## src/rtl/gpps_pkg.sv

```systemverilog
// Shared types, constants and fixed-point helpers for the Gaussian elimination solver.
// No dependencies; gpps_div and the solver top import this package.
`default_nettype none

package gpps_pkg;

  localparam int DATA_W    = 32;
  localparam int SIZE_W    = 4;
  localparam int THR_W     = 31;
  localparam int REG_IDX_W = 1;

  // Configuration register indexes.
  localparam logic [REG_IDX_W-1:0] REG_SYSTEM_SIZE        = 1'b0;
  localparam logic [REG_IDX_W-1:0] REG_SINGULAR_THRESHOLD = 1'b1;

  // Result status codes.
  localparam logic [1:0] STATUS_OK       = 2'd0;
  localparam logic [1:0] STATUS_SINGULAR = 2'd1;
  localparam logic [1:0] STATUS_SAT      = 2'd2;

  localparam logic signed [63:0] SAT_MAX = 64'sd2147483647;
  localparam logic signed [63:0] SAT_MIN = -64'sd2147483648;

  typedef struct packed {
    logic                     ovf;
    logic signed [DATA_W-1:0] val;
  } sat_t;

  typedef struct packed {
    logic busy;
    logic done;
  } div_sts_t;

  // Magnitude of a signed word; the most negative value maps to 2^31.
  function automatic logic [DATA_W-1:0] mag(input logic signed [DATA_W-1:0] a);
    return a[DATA_W-1] ? DATA_W'(-a) : DATA_W'(a);
  endfunction

  // Clamp a wide signed value to the 32-bit range and flag the clamp.
  function automatic sat_t sat32(input logic signed [63:0] v);
    sat_t r;
    if (v > SAT_MAX) begin
      r.ovf = 1'b1;
      r.val = DATA_W'(SAT_MAX);
    end else if (v < SAT_MIN) begin
      r.ovf = 1'b1;
      r.val = DATA_W'(SAT_MIN);
    end else begin
      r.ovf = 1'b0;
      r.val = DATA_W'(v);
    end
    return r;
  endfunction

endpackage

`default_nettype wire

```

## src/rtl/gpps_div.sv

```systemverilog
// Restoring divider, one quotient bit per cycle, for unsigned magnitudes.
// Depends on gpps_pkg for the status struct.
`default_nettype none

module gpps_div import gpps_pkg::*; #(
  parameter int NUM_W = 49,
  parameter int DEN_W = 32
) (
  input  wire logic             clk,
  input  wire logic             rst,
  input  wire logic             start,
  input  wire logic [NUM_W-1:0] num,
  input  wire logic [DEN_W-1:0] den,
  output logic      [NUM_W-1:0] quot,
  output div_sts_t              sts
);

  localparam int CNT_W = $clog2(NUM_W + 1);

  logic [NUM_W-1:0] qsh;
  logic [DEN_W-1:0] rem;
  logic [DEN_W-1:0] dreg;
  logic [CNT_W-1:0] cnt;
  logic             zden;
  logic [DEN_W:0]   rem_sh;
  logic             fits;

  assign rem_sh = {rem, qsh[NUM_W-1]};
  assign fits   = (rem_sh >= {1'b0, dreg});
  // A zero divisor gives a zero quotient.
  assign quot   = zden ? '0 : qsh;

  always_ff @(posedge clk) begin
    if (rst) begin
      sts.busy <= 1'b0;
      sts.done <= 1'b0;
      cnt      <= '0;
    end else begin
      sts.done <= 1'b0;
      if (start) begin
        qsh      <= num;
        rem      <= '0;
        dreg     <= den;
        zden     <= (den == '0);
        cnt      <= CNT_W'(NUM_W);
        sts.busy <= 1'b1;
      end else if (sts.busy) begin
        rem <= fits ? DEN_W'(rem_sh - {1'b0, dreg}) : DEN_W'(rem_sh);
        qsh <= {qsh[NUM_W-2:0], fits};
        cnt <= cnt - CNT_W'(1);
        if (cnt == CNT_W'(1)) begin
          sts.busy <= 1'b0;
          sts.done <= 1'b1;
        end
      end
    end
  end

endmodule

`default_nettype wire

```

## config.mk

```make
export PLATFORM = sky130hd
export DESIGN_NAME = gpps_div
export DESIGN_NICKNAME = d
export VERILOG_FILES = /design/src/rtl/gpps_pkg.sv /design/src/rtl/gpps_div.sv
export SDC_FILE = /design/constraint.sdc
export NUM_CORES = 1
export LEC_CHECK = 0
export BUFFER_PORTS_ARGS = -buffer_cell sky130_fd_sc_hd__buf_2
export CAP_MARGIN = 20
export CORE_ASPECT_RATIO = 1.5
export CORE_MARGIN = 2
export CORE_UTILIZATION = 50
export CTS_CLUSTER_SIZE = 20
export DETAILED_ROUTE_END_ITERATION = 7
export PLACE_DENSITY = 0.73
export SETUP_SLACK_MARGIN = 0.3
export SLEW_MARGIN = 20
export SYNTH_ARGS = -nofsm -noshare
export SYNTH_HDL_FRONTEND = slang
export SYNTH_SLANG_ARGS = --single-unit
```

## constraint.sdc

```tcl
create_clock -name clk -period 7.9 [get_ports clk]
set_clock_uncertainty 0.1 [all_clocks]
set_input_delay 0.395 -clock clk [delete_from_list [all_inputs] [get_ports clk]]
set_output_delay 0.395 -clock clk [all_outputs]
set_load 0.1 [all_outputs]
```

==> flow_summary.ini <==
[final_layout]
syn2layout_area_growth_pct = 19.2
finalNetCount = 895
n_fill_cell = 1184
finish.instance_area_um2 = 8560
multi_input_area_um2 = 3330
drive_gt1_frac = 0.293
diodes = 0
register_area_um2 = 3580
fin_util = 0.609

[power]
powerDensity_nw_per_um2 = 240
p_leak_uw = 0.00362
total_power_uw = 2060
ir_drop_mv = 0.151

[global_route]
grt_remaining_overflow = 0
grt_pass1_vias = 5669
grtUsageTotal = 0.231
grt_pass1_wl_um = 27300
antenna_found_initial = 1
grt_max_degree = 86

[cts]
cts_buffers = 17
cts_hold_buf = 0
ctsLongestPathBuffers = 2
postCtsSetupRepairBufs = 0
cts_tree = done
post_cts_resized = 0
htreeDepth = 4
cts_sinks = 122
clock_latency_ns = 0.43
root_buffer = clkbuf_16
clk_pin_slew_ns = 0.07

[sta]
setup_slack_ns = 4.30
relSlewSlack = 0.285
rsz0062_at_grt = no
final_hold_viol_count = 0
setup_viol = 0
drv_slew = 0
period_minus_slack_ns = 3.60
period_share = 0.455
finalSetupTns_ns = 0
max_freq_mhz = 278
tightest_slew_ns = 1.07

[worst_setup_path]
path_cells = ha_1 > a21o_1 > a21oi_2 > a21oi_2 > o32ai_4 > a211oi_2 > o311ai_4 > nand2_4 > mux2_2
path_max_fanout = 40
slowest_delay_ns = 0.54
required_ns = 7.97
r2r_end = qsh[0]
r2r_setup_slack_ns = 4.30
crit_arrival_ns = 3.67
path_common_cell = a21oi_2
ff2ff_path_depth = 9
cpMaxStageDelayCell = o311ai_4
regToRegStartpoint = rem[2]
crit_path_start_kind = flop
critical_path_class = reg -> reg
worstSetupEndpointType = flop

[floorplan]
die_width_um = 102
initial_core_util = 0.511
io_pins = 135
core_area_um2 = 14100
die_y_um = 151
die_area_um2 = 15400
row_count = 53

[drt]
drt_iter0_markers = 281
wire_per_inst_um = 17.5
num_vias = 5486
drc = 0
finalWirelength_um = 17100
viasPerCell = 5.59
detail_route.first_pass.iterations = 4
ant_nets = 0

[synth]
synthArstFlopShare = 0
syn_area_um2 = 7180
syn-num-nets = 765
yosysSeqAreaShare = 0.499
yosys-top-cells-count = 114 x edfxtp_1, 55 x nor2_1, 53 x nor2b_1
synth_flop_cell = edfxtp_1
synth_edf_count = 114
synth.avg_cell_area_um2 = 11.1
synth.top_cell.area_share = 0.477
yosys_warnings = 0
yosysUniqueCellTypes = 51
synth_cells = 646
yosysTopAreaCell = edfxtp_1
ys_top_cells_by_area = edfxtp_1 48%, mux2_2 7.8%, ha_1 5.9%
ys_ff_latch = 122
yosysMostFrequentCell = edfxtp_1

[hold_path]
holdPathEnd = dreg[28]
hp-class = in -> reg
holdPathStages = 1
hp-start = den[28]

[placement]
dp_hpwl_um = 12300
gp_congestion = 0.912
portBuffers = 134
dpl_cell_area_um2 = 8000
dpl_worst_slack_ns = 4.36

[outcome]
outcome = finished, final reports clean

[flow_run]
maxCapViolCount = 0
[cells in the final DEF, fill, tap and decap left out, types with 20 or more instances in the layout]
master and instances:
buf_2 134, edfxtp_1 114, nor2_1 53, nor2b_1 53, mux2_2 50, a21oi_1 49, inv_1 40, ha_1 34
nand2_1 28, o21ai_0 20
[area by class of cell]
cell class / instances / share of cell area
clock buffer: 21 / 0.0563
clock inverter: 11 / 0.00935
inverter: 40 / 0.0175
multi-input combinational: 457 / 0.388
sequential: 122 / 0.419
tap: 192 / 0.0281
timing repair buffer: 138 / 0.0818
[stage by stage]
| stage | cells | hold slack, ns |
|---|---|---|
| after floorplan | 646 | 0.369 |
| after global placement | 949 | 0.386 |
| after detailed placement | 949 | 0.408 |
| after CTS | 981 | 0.0482 |
| after global routing | 981 | 0.0511 |
| final | 981 | 0.0622 |
[metal layers]
| layer | vias up | part of all wire | GRT usage |
|---|---|---|---|
| met5 | - | 0 | 0 |
| met4 | 0 | 0.028 | 0.0920 |
| met3 | 38 | 0.073 | 0.0840 |
| met2 | 211 | 0.50 | 0.389 |
| met1 | 2610 | 0.40 | 0.265 |
| li1 | 2627 | - | - |
[worst max-delay path, delay by kind of cell (launching register included)]
family                   cells  cell delay (ns)
AND/OR/NAND/NOR              1             0.45
AO/OA/AOI/OAI                6             1.56
adder cells (fa/ha/maj)      1             0.39
multiplexers                 1             0.41
flip-flops                   1             0.40
[sequential cells by signal (all words and copies together) (netlist names)]
register / flops
cnt: 6
dreg: 32
qsh: 49
rem: 32
sts: 2
zden: 1
[cell families (layout without fill, tap and decap cells)]
family,count (synthesis),count (layout),synth area share
fa+ha+maj,35,35,0.0620
mux,67,67,0.102
compound gates,130,130,0.122
flops,122,122,0.499
buf+inv,67,210,0.0392
simple gates,196,196,0.140
xor+xnor,29,29,0.0354
[power by group]
part / switching, uW / internal (uW) / total, uW
sequential: 27.4 / 776 / 803
combinational: 329 / 188 / 517
clock: 297 / 440 / 737
[how the worst max path moves through the flow]
stage | cells after the start | startpoint | end
3_5_place_dp | 9 | rem[2] | qsh[0]
2_1_floorplan | 5 | start | qsh[0]
3_3_place_gp | 9 | rem[2] | qsh[0]
6_report | 9 | rem[2] | qsh[0]
5_1_grt | 10 | rem[2] | rem[11]
4_1_cts | 9 | rem[2] | qsh[0]
Power figures use the tool's default switching activity.
